===== src/apc_pkg.sv =====
`timescale 1ns / 1ps
`default_nettype none
package apc_pkg;

  localparam int SampleW      = 24;
  localparam int InShift      = 25 - SampleW;
  localparam int CfgW         = 32;
  localparam int CfgIdxW      = 3;
  localparam int LfoTableBits = 10;
  localparam int TableSize    = 1 << LfoTableBits;
  localparam int ShapeW       = 25;
  localparam int DivW         = 43;

  localparam int DefMaxStages = 24;
  localparam int DefLfoSkip   = 20;

  localparam logic [4:0]  RstNumStages = 5'd2;
  localparam logic [7:0]  RstDryWet    = 8'd128;
  localparam logic [31:0] RstLfoStep   = 32'd38956;
  localparam logic [15:0] RstStartPh   = 16'd0;
  localparam logic [7:0]  RstDepth     = 8'd100;
  localparam logic [7:0]  RstFeedback  = 8'd0;
  localparam logic [15:0] RstOutGain   = 16'd4096;

  localparam longint OneQ24  = 64'sd16777216;
  localparam longint OneQ30  = 64'sd1073741824;
  localparam longint TwoPiQ30 = 64'sd6746518852;

  typedef enum logic [CfgIdxW-1:0] {
    REG_NUM_STAGES = 3'd0,
    REG_DRY_WET    = 3'd1,
    REG_LFO_STEP   = 3'd2,
    REG_START_PH   = 3'd3,
    REG_DEPTH      = 3'd4,
    REG_FEEDBACK   = 3'd5,
    REG_OUT_GAIN   = 3'd6
  } cfg_reg_e;

  typedef enum logic [1:0] {
    DS_LFO,
    DS_FB,
    DS_OUT
  } div_src_e;

  typedef enum logic [3:0] {
    ST_IDLE,
    ST_ROM,
    ST_LMUL,
    ST_LDIV_GO,
    ST_LDIV_WAIT,
    ST_FDIV_GO,
    ST_FDIV_WAIT,
    ST_STAGE_A,
    ST_STAGE_B,
    ST_MIX_WET,
    ST_MIX_DRY,
    ST_MIX_GAIN,
    ST_ODIV_GO,
    ST_ODIV_WAIT,
    ST_OUT
  } ctrl_state_e;

  typedef struct packed {
    logic     load;
    logic     rom_rd;
    logic     lmul;
    logic     div_go;
    div_src_e div_src;
    logic     gain_wr;
    logic     m_wr;
    logic     stage_a;
    logic     stage_b;
    logic     mix_wet;
    logic     mix_dry;
    logic     mix_gain;
    logic     out_wr;
  } apc_cmd_t;

  typedef struct packed {
    logic lfo_due;
    logic div_busy;
    logic stages_done;
  } apc_sts_t;

  typedef logic [ShapeW-1:0] shape_rom_t [TableSize];

  // long division of non-negative values, table build only
  function automatic longint udiv(input longint num, input longint den);
    longint q, r;
    q = 0;
    r = 0;
    for (int b = 62; b >= 0; b--) begin
      r = (r <<< 1) | ((num >>> b) & 64'sd1);
      q = q <<< 1;
      if (r >= den) begin
        r = r - den;
        q = q | 64'sd1;
      end
    end
    return q;
  endfunction

  function automatic longint trig_series(input longint x, input bit odd);
    longint x2, term, sum, a;
    x2   = (x * x) >>> 30;
    term = odd ? x : OneQ30;
    sum  = 0;
    for (int i = 0; i < 14; i++) begin
      a    = odd ? longint'(2 * i + 2) : longint'(2 * i + 1);
      sum  = ((i & 1) == 1) ? sum - term : sum + term;
      term = udiv((term * x2) >>> 30, a * (a + 1));
    end
    if (sum < 0) sum = 0;
    if (sum > OneQ30) sum = OneQ30;
    return sum;
  endfunction

  function automatic longint cos_q30(input int k);
    int     quad, r;
    longint x, res;
    quad = (k >> (LfoTableBits - 2)) & 3;
    r    = k & ((TableSize >> 2) - 1);
    x    = (longint'(r) * TwoPiQ30) >>> LfoTableBits;
    if (quad == 0)      res = trig_series(x, 1'b0);
    else if (quad == 1) res = -trig_series(x, 1'b1);
    else if (quad == 2) res = -trig_series(x, 1'b0);
    else                res = trig_series(x, 1'b1);
    return res;
  endfunction

  function automatic longint expm1_q28(input longint u);
    longint sum, term, n;
    sum  = 0;
    term = u;
    n    = 1;
    while (term > 0 && n < 60) begin
      sum  = sum + term;
      n    = n + 1;
      term = udiv((term * u) >>> 28, n);
    end
    return sum;
  endfunction

  // shape of the sweep: expm1(2*(1+cos))/expm1(4), Q1.24
  function automatic shape_rom_t build_shape();
    shape_rom_t rom;
    longint     den, u, v;
    den = expm1_q28(longint'(4) <<< 28);
    for (int k = 0; k < TableSize; k++) begin
      u = (OneQ30 + cos_q30(k)) >>> 1;
      v = udiv(expm1_q28(u) * OneQ24 + (den >>> 1), den);
      if (v > OneQ24) v = OneQ24;
      rom[k] = ShapeW'(v);
    end
    return rom;
  endfunction

endpackage
`default_nettype wire


===== src/apc_ctrl.sv =====
`timescale 1ns / 1ps
`default_nettype none
module apc_ctrl (
  input  wire logic              clk_i,
  input  wire logic              rst_ni,
  input  wire logic              in_valid_i,
  output logic                   in_ready_o,
  output logic                   out_valid_o,
  input  wire logic              out_ready_i,
  input  wire apc_pkg::apc_sts_t sts_i,
  output apc_pkg::apc_cmd_t      cmd_o
);
  import apc_pkg::*;

  ctrl_state_e state_q, state_d;
  logic        out_valid_q;
  logic        slot_free;

  assign slot_free   = !out_valid_q || out_ready_i;
  assign in_ready_o  = (state_q == ST_IDLE);
  assign out_valid_o = out_valid_q;

  always_comb begin
    state_d = state_q;
    unique case (state_q)
      ST_IDLE: begin
        if (in_valid_i) state_d = sts_i.lfo_due ? ST_ROM : ST_FDIV_GO;
      end
      ST_ROM:       state_d = ST_LMUL;
      ST_LMUL:      state_d = ST_LDIV_GO;
      ST_LDIV_GO:   state_d = ST_LDIV_WAIT;
      ST_LDIV_WAIT: if (!sts_i.div_busy) state_d = ST_FDIV_GO;
      ST_FDIV_GO:   state_d = ST_FDIV_WAIT;
      ST_FDIV_WAIT: if (!sts_i.div_busy) state_d = ST_STAGE_A;
      ST_STAGE_A:   state_d = sts_i.stages_done ? ST_MIX_WET : ST_STAGE_B;
      ST_STAGE_B:   state_d = ST_STAGE_A;
      ST_MIX_WET:   state_d = ST_MIX_DRY;
      ST_MIX_DRY:   state_d = ST_MIX_GAIN;
      ST_MIX_GAIN:  state_d = ST_ODIV_GO;
      ST_ODIV_GO:   state_d = ST_ODIV_WAIT;
      ST_ODIV_WAIT: if (!sts_i.div_busy) state_d = ST_OUT;
      ST_OUT:       if (slot_free) state_d = ST_IDLE;
      default:      state_d = ST_IDLE;
    endcase
  end

  always_comb begin
    cmd_o = '0;
    cmd_o.div_src = DS_LFO;
    unique case (state_q)
      ST_IDLE:      cmd_o.load = in_valid_i;
      ST_ROM:       cmd_o.rom_rd = 1'b1;
      ST_LMUL:      cmd_o.lmul = 1'b1;
      ST_LDIV_GO:   cmd_o.div_go = 1'b1;
      ST_LDIV_WAIT: cmd_o.gain_wr = !sts_i.div_busy;
      ST_FDIV_GO: begin
        cmd_o.div_go  = 1'b1;
        cmd_o.div_src = DS_FB;
      end
      ST_FDIV_WAIT: cmd_o.m_wr = !sts_i.div_busy;
      ST_STAGE_A:   cmd_o.stage_a = !sts_i.stages_done;
      ST_STAGE_B:   cmd_o.stage_b = 1'b1;
      ST_MIX_WET:   cmd_o.mix_wet = 1'b1;
      ST_MIX_DRY:   cmd_o.mix_dry = 1'b1;
      ST_MIX_GAIN:  cmd_o.mix_gain = 1'b1;
      ST_ODIV_GO: begin
        cmd_o.div_go  = 1'b1;
        cmd_o.div_src = DS_OUT;
      end
      ST_ODIV_WAIT: ;
      ST_OUT:       cmd_o.out_wr = slot_free;
      default: ;
    endcase
  end

  always_ff @(posedge clk_i or negedge rst_ni) begin
    if (!rst_ni) begin
      state_q     <= ST_IDLE;
      out_valid_q <= 1'b0;
    end else begin
      state_q <= state_d;
      if (cmd_o.out_wr) begin
        out_valid_q <= 1'b1;
      end else if (out_ready_i) begin
        out_valid_q <= 1'b0;
      end
    end
  end

endmodule
`default_nettype wire


===== config.mk =====
export PLATFORM = sky130hd
export DESIGN_NAME = apc_ctrl
export DESIGN_NICKNAME = d
export VERILOG_FILES = /design/src/apc_pkg.sv /design/src/apc_ctrl.sv
export SDC_FILE = /design/constraint.sdc
export NUM_CORES = 1
export LEC_CHECK = 0
export BUFFER_PORTS_ARGS = -buffer_cell sky130_fd_sc_hd__buf_2
export CAP_MARGIN = 20
export CORE_AREA = 2 2 39 41
export CTS_BUF_LIST = sky130_fd_sc_hd__clkbuf_2 sky130_fd_sc_hd__clkbuf_4 sky130_fd_sc_hd__clkbuf_8
export CTS_CLUSTER_SIZE = 28
export DETAILED_ROUTE_END_ITERATION = 7
export DIE_AREA = 0 0 41 43
export PLACE_DENSITY_LB_ADDON = 0.12
export SYNTH_ARGS = -nofsm -noshare
export SYNTH_HDL_FRONTEND = slang
export SYNTH_SLANG_ARGS = --single-unit

===== constraint.sdc =====
create_clock -name clk_i -period 2.6 [get_ports clk_i]
set_input_delay 0 -clock clk_i [delete_from_list [all_inputs] [get_ports clk_i]]
set_output_delay 0 -clock clk_i [all_outputs]
set_load 0.1 [all_outputs]

==> Word-level counts from Yosys, hierarchy flattened <==
Index checks and enable logic that the tools add are counted.
{ "classes": {"n_reduce_logical": 8, "eq_ne": 19, "muxes": 23} }
{ "ops": {"columns": ["operator", "count"], "rows": [
  ["$pmux W4 S15", 1],
  ["$eq A4 B4 Y1 const B", 7],
  ["$mux W4", 5],
  ["$eq A4 B3 Y1 const B", 4],
  ["$mux W1", 15],
  ["$ne A2 B2 Y1 const B", 5],
  ["$eq A4 B2 Y1 const B", 2],
  ["$reduce_and A5 Y1", 1],
  ["$eq A4 B1 Y1 const B", 1],
  ["$logic_not A4 Y1", 1],
  ["$pmux W2 S2", 1],
  ["$logic_not A1 Y1", 3],
  ["$mux W3", 1],
  ["$reduce_or A3 Y1", 1],
  ["$reduce_bool A2 Y1", 1],
  ["$logic_or A1 B1 Y1", 1]
]} }
{ "word_totals": {"ff_bits": 5, "output_inout_bits": 16} }

==> Logic depth before layout (Yosys ltp) <==
Gate-level depths: netlist (run 1).
{ "depth": {"word_depth": 4, "ltp_mapped": 5} }

==> Worst setup path before layout (run 1) <==
No wires, ideal clock.
{ "synth_timing": {"path_kind": "reg-to-output", "startpoint": "register state_q[0]", "endpoint": "output cmd_o[10] (netlist bit)", "arrival_ns": 3.046, "path_buffers": 1, "setup_slack_ns": -0.446, "path_stages_with_launch": 4, "required_time_ns": 2.600, "path_cell_list": "dfrtp_1 clkbuf_1 inv_1 o32ai_1"} }
{ "synth_rtl": {"columns": ["element", "line_no", "rtl"], "rows": [
  ["start: declaration", "apc_ctrl.sv:15", "ctrl_state_e state_q, state_d;"],
  ["start signal: assignment", "apc_ctrl.sv:81", "state_q <= state_d;"],
  ["end: declaration", "apc_ctrl.sv:11", "output apc_pkg::apc_cmd_t cmd_o"]
]} }

==> reports/qor.csv, run 1 <==
metric,value,unit
outcome,"complete, no violations",
antenna_found_initial,0,
rr_startpoint,state_q[3]$_DFFE_PN0P_,
r2r_slack,0.85,ns
required,2.60,ns
synth_top_area_cell,dfrtp_1,
layout-drive-gt1-share,0.417,
yosysWarnings,0,
r2r_cells,4,
drc,0,
post_cts_buffers,0,
fmax,494,MHz
crit_family,simple AND/OR/NAND/NOR gates,
grt_pass1_vias,440,
cp-end-kind,output port,
dp_hpwl,835,um
yosysSeqAreaShare,0.272,
rows,14,
h-tree-depth,1,
synth-edff-count,0,
nFillCells,143,
grtUsageTotal,0.157,
die_h,43,um
max_slew.worst_pin.slew,0.530,ns
holdCritPathClass,in -> async,
wl,1.15,mm
grt_max_degree,17,
cts_tree,yes,
slowest_delay,0.62,ns
syn_area_per_cell,7.31,sq um
io_buffers,22,
synth_most_common_cell,nor2_1,
syn_inst,63,
die_width,41,um
start_util,0.333,
routabilityCongestion,0.729,
clk_pin_slew_worst_paths,0.05,ns
cts_root_buffer,clkbuf_4,
vias_per_cell,5.10,
slowest_stage,or4_4,
synth.distinct_cells,29,
criticalPathCategory,reg -> out,
dr.first_iter.drc_count,6,
period_minus_slack,2.02,ns
ys_seq_elements,5,
cts_buffer_depth,2,
vias,510,
skew,0.00210,ns
syn_nets,70,
r2r_end,state_q[2]$_DFFE_PN0P_,
final_cell_area,632,sq um
synth_ff_type,dfrtp_1,
clk_latency,0.24,ns
cts_buffers,3,
cts.sinks,5,
placed_area,592,sq um
synthTopCellsByArea,"dfrtp_1, nor3_1, nor2_1",
areaGrowthSynthToFinish,37.2,%
rsz0062_at_grt,no,
fin_ws,0.577,ns
grt_pass1_wl,1.86,mm
drtPass1Iterations,3,
wire_per_inst,11.5,um
async_flop_share,1.00,
ant_nets,0,
die_area,1760,sq um
start_kind,flop,
maxSlewHeadroom,0.647,
synth_common_cells,"nor2_1, nor3_1, dfrtp_1",
maxSlewViolCount,0,
period_share,0.778,
synth_top_area_frac,0.272,
coreArea,1380,sq um
cp_cell_sequence,"or4_4, inv_1, and2_1, buf_2",
path_max_fanout,16,
drv_cap,0,
synthesis.area,460,sq um
ioPinCount,23,
cp.arrival,2.02,ns
grt-ovfl-total,0,
finalSetupViolCount,0,
finalHoldViolations,0,
fin_tns_setup,0,ns
cp_num_buf_inv,2,
fin_nets,92,
n_antenna_cell,0,
place_ws,0.844,ns
## metal layers
metal,part of all wire,global-route usage
met1,0.51,0.243
met2,0.46,0.194
met3,0.029,0.00524
met4,0,0.120
met5,0,0
## timing repair
action	in CTS	in global routing
hold endpoints to repair	5	0
gates resized for setup	0	0
hold buffers	1	0
setup endpoints to repair	0	0
## worst max path at each step
| stage | cells after the start | slack, ns | to | start |
|---|---|---|---|---|
| after floorplan | 4 | 0.12 | cmd_o[13] | state_q[2]$_DFFE_PN0P_ |
| after global placement | 4 | 0.87 | state_q[1]$_DFFE_PN0P_ | state_q[3]$_DFFE_PN0P_ |
| after detailed placement | 4 | 0.84 | cmd_o[13] | state_q[3]$_DFFE_PN0P_ |
| after CTS | 4 | 0.56 | cmd_o[13] | state_q[3]$_DFFE_PN0P_ |
| after global routing | 4 | 0.47 | cmd_o[13] | state_q[3]$_DFFE_PN0P_ |
| final | 4 | 0.58 | cmd_o[13] | state_q[3]$_DFFE_PN0P_ |
## metrics by stage
step           utilization  hold WS [ns]  cells
2_1_floorplan            -        -0.296     63
3_3_place_gp         0.428        -0.185     95
3_5_place_dp         0.428        -0.185     95
4_1_cts              0.457        0.0918    100
5_1_grt              0.457         0.107    100
6_report             0.457        0.0957    100
## cell usage in the layout, fill, tap and decap left out
cell type / instances
a21oi_1: 2
a2bb2oi_1: 1
a311oi_1: 1
a31oi_1: 1
and2_1: 1
and3b_1: 1
buf_2: 22
clkbuf_4: 4
dfrtp_1: 5
dlygate4sd3_1: 1
inv_1: 2
nand2_1: 4
nand2b_1: 4
nand3_1: 1
nand4b_1: 1
nor2_1: 8
nor2b_1: 3
nor3_1: 1
nor3_2: 5
o211ai_1: 3
o21ai_0: 4
o21ai_1: 1
o22ai_1: 1
o22ai_2: 1
o31ai_1: 1
o32ai_2: 1
or2_0: 1
or2_2: 1
or4_4: 1
xnor2_1: 1
## logic make-up (layout without fill, tap and decap cells)
group | Yosys count | in the layout | share of synthesized area
xor+xnor | 1 | 1 | 0.0190
simple gates | 32 | 32 | 0.372
compound gates | 17 | 17 | 0.253
flops | 5 | 5 | 0.272
buf+inv | 8 | 29 | 0.0842
## flip-flops by register name, summed over array words and instances, names as in the netlist
| register | count |
|---|---|
| state_q | 4 |
| out_valid_o | 1 |
## area by class of cell
class                           count  area [sq um]  share of cell area
Multi-Input combinational cell     50           329               0.521
Sequential cell                     5           125               0.198
Timing Repair Buffer               23           120               0.190
Clock buffer                        4          30.0              0.0475
Tap cell                           16          20.0              0.0317
Inverter                            2          7.51              0.0119
Power of run 1 is left out: the tool's default activity adds up to more than one toggle a clock period on the data nets, which glitch-free logic cannot reach.
==> inputs of run 2 (changes only) <==
Settings changed: ABC_AREA set to 1.
Clock period 2.6 ns to 1.7 ns, I/O delays scaled along.
==> reports/qor.csv, run 2 <==
metric,value,unit,change
period_minus_slack,1.62,ns,
synthesis.area,522,sq um,was 460 sq um
finalSetupViolCount,0,,unchanged
layout-drive-gt1-share,0.288,,was 0.417
routabilityCongestion,0.817,,was 0.729
maxSlewViolCount,0,,unchanged
grt_pass1_wl,2.02,mm,was 1.86 mm
syn_inst,104,,was 63
synth_top_area_frac,0.281,,was 0.272
clk_latency,0.23,ns,was 0.24 ns
synth_most_common_cell,nand2_1,,was nor2_1
finalHoldViolations,0,,unchanged
routed-wl-met2,706,um,was 536 um
top_layer,met3,,unchanged
h-tree-depth,1,,unchanged
syn_nets,111,,was 70
wl_met1,555,um,was 583 um
cts_buffers,3,,unchanged
wire_per_inst,8.88,um,was 11.5 um
period_share,0.952,,
die_area,1760,sq um,unchanged
largest_reg_flops,4,,unchanged
vias_per_cell,4.49,,was 5.10
synth_common_cells,"nand2_1, nor2_1, inv_1",,"was nor2_1, nor3_1, dfrtp_1"
cts_buffer_depth,2,,unchanged
grtUsageTotal,0.164,,was 0.157
drc,0,,unchanged
wl,1.31,mm,was 1.15 mm
path_max_fanout,6,,was 16
fmax,618,MHz,
async_flop_share,1.00,,unchanged
start_util,0.377,,was 0.333
skew,0.000779,ns,was 0.00210 ns
dp_hpwl,1.16,mm,was 835 um
synth.distinct_cells,10,,was 29
synth-edff-count,0,,unchanged
required,1.70,ns,was 2.60 ns
grt_pass1_vias,546,,was 440
post_cts_buffers,0,,unchanged
coreArea,1380,sq um,unchanged
yosysSeqAreaShare,0.240,,was 0.272
ioPinCount,23,,unchanged
synth_top_area_cell,nand2_1,,was dfrtp_1
ys_seq_elements,5,,unchanged
layout_common_cells,"nand2_1, inv_1, nor2_1, buf_2, clkbuf_4",,"was buf_2, nor2_1, nor3_2, dfrtp_1"
dr.first_iter.drc_count,13,,was 6
cts.sinks,5,,unchanged
grt-ovfl-total,0,,unchanged
syn_area_per_cell,5.02,sq um,was 7.31 sq um
final_common_cell,nand2_1,,was buf_2
cp-end-kind,output port,,unchanged
criticalPathCategory,reg -> out,,unchanged
antenna_found_initial,0,,unchanged
die_h,43,um,unchanged
clk_pin_slew_worst_paths,0.04,ns,was 0.05 ns
cts_tree,yes,,unchanged
rsz0062_at_grt,no,,unchanged
start_kind,flop,,unchanged
n_antenna_cell,0,,unchanged
largest_register,state_q,,unchanged
grt_max_degree,7,,was 17
areaGrowthSynthToFinish,43.2,%,was 37.2%
synthTopCellsByArea,"nand2_1, dfrtp_1, nor2_1",,"was dfrtp_1, nor3_1, nor2_1"
maxSlewHeadroom,0.679,,was 0.647
fin_tns_setup,0,ns,unchanged
drtPass1Iterations,4,,was 3
cts_root_buffer,clkbuf_4,,unchanged
fin_nets,140,,was 92
io_buffers,22,,unchanged
die_width,41,um,unchanged
rows,14,,unchanged
wl_met3,52,um,was 34 um
outcome,"complete, no violations",,unchanged
vias,664,,was 510
yosysWarnings,0,,unchanged
max_slew.worst_pin.slew,0.485,ns,was 0.530 ns
ant_nets,0,,unchanged
drv_cap,0,,unchanged
holdCritPathClass,in -> async,,unchanged
synth_ff_type,dfrtp_1,,unchanged
cp.arrival,1.62,ns,was 2.02 ns
-- run 2: cell types whose count changed after synthesis, moves of 3 or more --
cell | previous run | this run
nand2_1 | 4 | 39
inv_1 | 2 | 21
nor2_1 | 8 | 26
nor3_1 | 6 | 0
nand3_1 | 1 | 6
clkbuf_1 | 4 | 0
nand2b_1 | 4 | 0
nor2b_1 | 3 | 0
o211ai_1 | 3 | 0
-- run 2: repair_timing --
action | 4_1_cts | 5_1_grt
hold endpoints to repair | 6 | 0
resized for setup | 0 | 7
hold buffers | 2 | 0
endpoints found under the setup margin | 0 | 7
-- run 2: final timing paths --
kind	to	startpoint	slack, ns	cells past startpoint
min in group clk_i	state_q[0]$_DFFE_PN0P_	sts_i[1]	0.10	3
min reg2reg	out_valid_o$_DFFE_PN0P_	out_valid_o$_DFFE_PN0P_	0.57	2
max reg2reg	state_q[2]$_DFFE_PN0P_	state_q[1]$_DFFE_PN0P_	0.30	7
min	state_q[1]$_DFFE_PN0P_	rst_ni	0.10	2
max in group asynchronous	state_q[3]$_DFFE_PN0P_	rst_ni	1.47	2
max	cmd_o[9]	state_q[1]$_DFFE_PN0P_	0.08	4
-- run 2: worst max-delay path: stages (launching register included) --
cell and delay (ns):
dfrtp_1 0.45, nor2_1 0.31, nand2_1 0.15, inv_1 0.06
buf_2 0.41
-- run 2: through the flow --
stage / setup WS (ns) / area (sq um) / instances / hold slack (ns) / util
6_report: 0.0808 / 747 / 148 / 0.102 / 0.540
3_3_place_gp: 0.319 / 679 / 142 / -0.184 / 0.491
5_1_grt: 0.00414 / 747 / 148 / 0.113 / 0.540
4_1_cts: 0.0361 / 729 / 148 / 0.104 / 0.527
2_1_floorplan: -0.103 / 549 / 104 / -0.296 / -
3_5_place_dp: 0.292 / 679 / 142 / -0.183 / 0.491
-- run 2: routing by layer --
| layer | vias to the layer above | GRT usage |
|---|---|---|
| met5 | - | 0 |
| met4 | 0 | 0.0600 |
| met3 | 0 | 0.0157 |
| met2 | 14 | 0.294 |
| met1 | 290 | 0.184 |
| li1 | 360 | - |
-- run 2: cell type report --
| type | instances | area, sq um |
|---|---|---|
| sequential | 5 | 125 |
| inverter | 21 | 78.8 |
| multi-input combinational | 78 | 345 |
| timing repair buffer | 24 | 148 |
| clock buffer | 4 | 30.0 |
| fill | 163 | 637 |
| tap | 16 | 20.0 |
-- run 2: logic make-up after synthesis --
logic type | share of synthesized area
buf+inv | 0.151
simple gates | 0.571
flops | 0.240
compound gates | 0.0384
Power of run 2 is left out for the same reason.
==> inputs of run 3 (changes only) <==
Settings changed: ABC_AREA 1 to 0.
==> reports/qor.csv, run 3 (synthesis gave the netlist of run 1 again) <==
metric,value,unit,change
fin_nets,98,,was 140
criticalPathCategory,reg -> out,,unchanged
place_inst,100,,was 142
layout-drive-gt1-share,0.578,,was 0.288
h-tree-depth,1,,unchanged
io_buffers,22,,unchanged
slowest_delay,0.56,ns,was 0.45 ns
finish.utilization,0.704,,was 0.540
maxSlewViolCount,0,,unchanged
drc,0,,unchanged
wl,1.30,mm,was 1.31 mm
cts_buffers,3,,unchanged
ioPinCount,23,,unchanged
slowest_stage,or4_4,,was dfrtp_1
hp-start,in_valid_i,,
antenna_found_initial,0,,unchanged
coreArea,1380,sq um,unchanged
start_kind,flop,,unchanged
finalSetupViolCount,0,,unchanged
maxSlewHeadroom,0.679,,about the same
vias_per_cell,5.48,,was 4.49
required,1.70,ns,about the same
r2r_slack,0.19,ns,was 0.30 ns
outcome,"complete, no violations",,unchanged
cp-end-kind,output port,,unchanged
largest_register,state_q,,unchanged
max_slew.worst_pin.slew,0.485,ns,about the same
hold_depth,3,,
rr_startpoint,state_q[1]$_DFFE_PN0P_,,unchanged
cts_root_buffer,clkbuf_4,,unchanged
grtUsageTotal,0.191,,was 0.164
dr.first_iter.drc_count,18,,was 13
r2r_end,state_q[1]$_DFFE_PN0P_,,was state_q[2]$_DFFE_PN0P_
die_area,1760,sq um,unchanged
grt-ovfl-total,0,,unchanged
drtPass1Iterations,4,,unchanged
skew,0.00354,ns,was 0.000779 ns
grt_pass1_wl,2.37,mm,was 2.02 mm
cp_cell_sequence,"or4_4, clkinvlp_4, and2_4, buf_12",,"was nor2_1, nand2_1, inv_1, buf_2"
dp_hpwl,1.01,mm,was 1.16 mm
final-instance-count-excl-fill,106,,was 148
finalHoldViolations,0,,unchanged
fmax,605,MHz,was 618 MHz
die_width,41,um,unchanged
drv_cap,0,,unchanged
hold_end,state_q[2]$_DFFE_PN0P_,,
period_share,0.973,,was 0.952
areaGrowthSynthToFinish,112,%,was 43.2%
largest_reg_flops,4,,unchanged
hold_ws,0.0876,ns,was 0.102 ns
clk_pin_slew_worst_paths,0.04,ns,about the same
rows,14,,unchanged
r2r_cells,4,,was 7
cp.arrival,1.65,ns,was 1.62 ns
cts_tree,yes,,unchanged
rsz0062_at_grt,no,,unchanged
grt_max_degree,16,,was 7
cts.sinks,5,,unchanged
layout_common_cells,"buf_12, buf_2, buf_4, nor2_4, nor3_4",,"was nand2_1, inv_1, nor2_1, buf_2, clkbuf_4"
n_antenna_cell,0,,unchanged
cts_buffer_depth,2,,unchanged
vias,581,,was 664
wire_per_inst,12.2,um,was 8.88 um
start_util,0.333,,was 0.377
grt_pass1_vias,566,,was 546
holdCritPathClass,in -> reg,,was in -> async
path_max_fanout,6,,unchanged
period_minus_slack,1.65,ns,was 1.62 ns
final_common_cell,buf_12,,was nand2_1
routabilityCongestion,0.833,,was 0.817
clk_latency,0.24,ns,was 0.23 ns
ant_nets,0,,unchanged
die_h,43,um,unchanged
-- run 3: how the worst max path moves through the flow --
stage / start / endpoint / cells after the start / slack, ns
2_1_floorplan: state_q[0]$_DFFE_PN0P_ / cmd_o[10] / 3 / -0.34
3_3_place_gp: state_q[1]$_DFFE_PN0P_ / state_q[1]$_DFFE_PN0P_ / 4 / 0.22
3_5_place_dp: state_q[1]$_DFFE_PN0P_ / state_q[1]$_DFFE_PN0P_ / 4 / 0.18
4_1_cts: state_q[1]$_DFFE_PN0P_ / cmd_o[13] / 4 / 0.007
5_1_grt: state_q[1]$_DFFE_PN0P_ / cmd_o[13] / 4 / 0.01
6_report: state_q[1]$_DFFE_PN0P_ / cmd_o[13] / 4 / 0.05
-- run 3: layer usage --
| layer | vias to the layer above | share of wire | global-route usage |
|---|---|---|---|
| li1 | 282 | - | - |
| met1 | 279 | 0.40 | 0.287 |
| met2 | 20 | 0.54 | 0.269 |
| met3 | 0 | 0.056 | 0.0524 |
| met4 | 0 | 0 | 0.0400 |
| met5 | - | 0 | 0 |
-- run 3: area by class of cell --
cell class                      instances  area (sq um)
Inverter                                2          11.3
Multi-Input combinational cell         50           410
Fill cell                             106           409
Clock buffer                            4          30.0
Tap cell                               16          20.0
Sequential cell                         5           128
Timing Repair Buffer                   29           375
-- run 3: timing repair --
action / CTS / global route
endpoints found under the hold margin: 5 / 0
gates resized for setup: 0 / 3
setup buffers: 0 / 1
endpoints found under the setup margin: 0 / 2
hold buffers: 1 / 0
-- run 3: worst max-delay path: cells and delay by family, from the launching register on --
kind                   cells  cell delay (ns)
and+or+nand+nor            2             0.70
buffers and inverters      2             0.27
DFF                        1             0.43
-- run 3: metrics by stage --
| stage | setup TNS [ns] | area, sq um | setup WS, ns |
|---|---|---|---|
| floorplan | -0.391 | 578 | -0.338 |
| global placement | 0 | 925 | 0.223 |
| detailed placement | 0 | 925 | 0.179 |
| CTS | 0 | 965 | 0.00705 |
| global route | 0 | 975 | 0.0122 |
| finish | 0 | 975 | 0.0465 |
Power of run 3 is left out for the same reason.
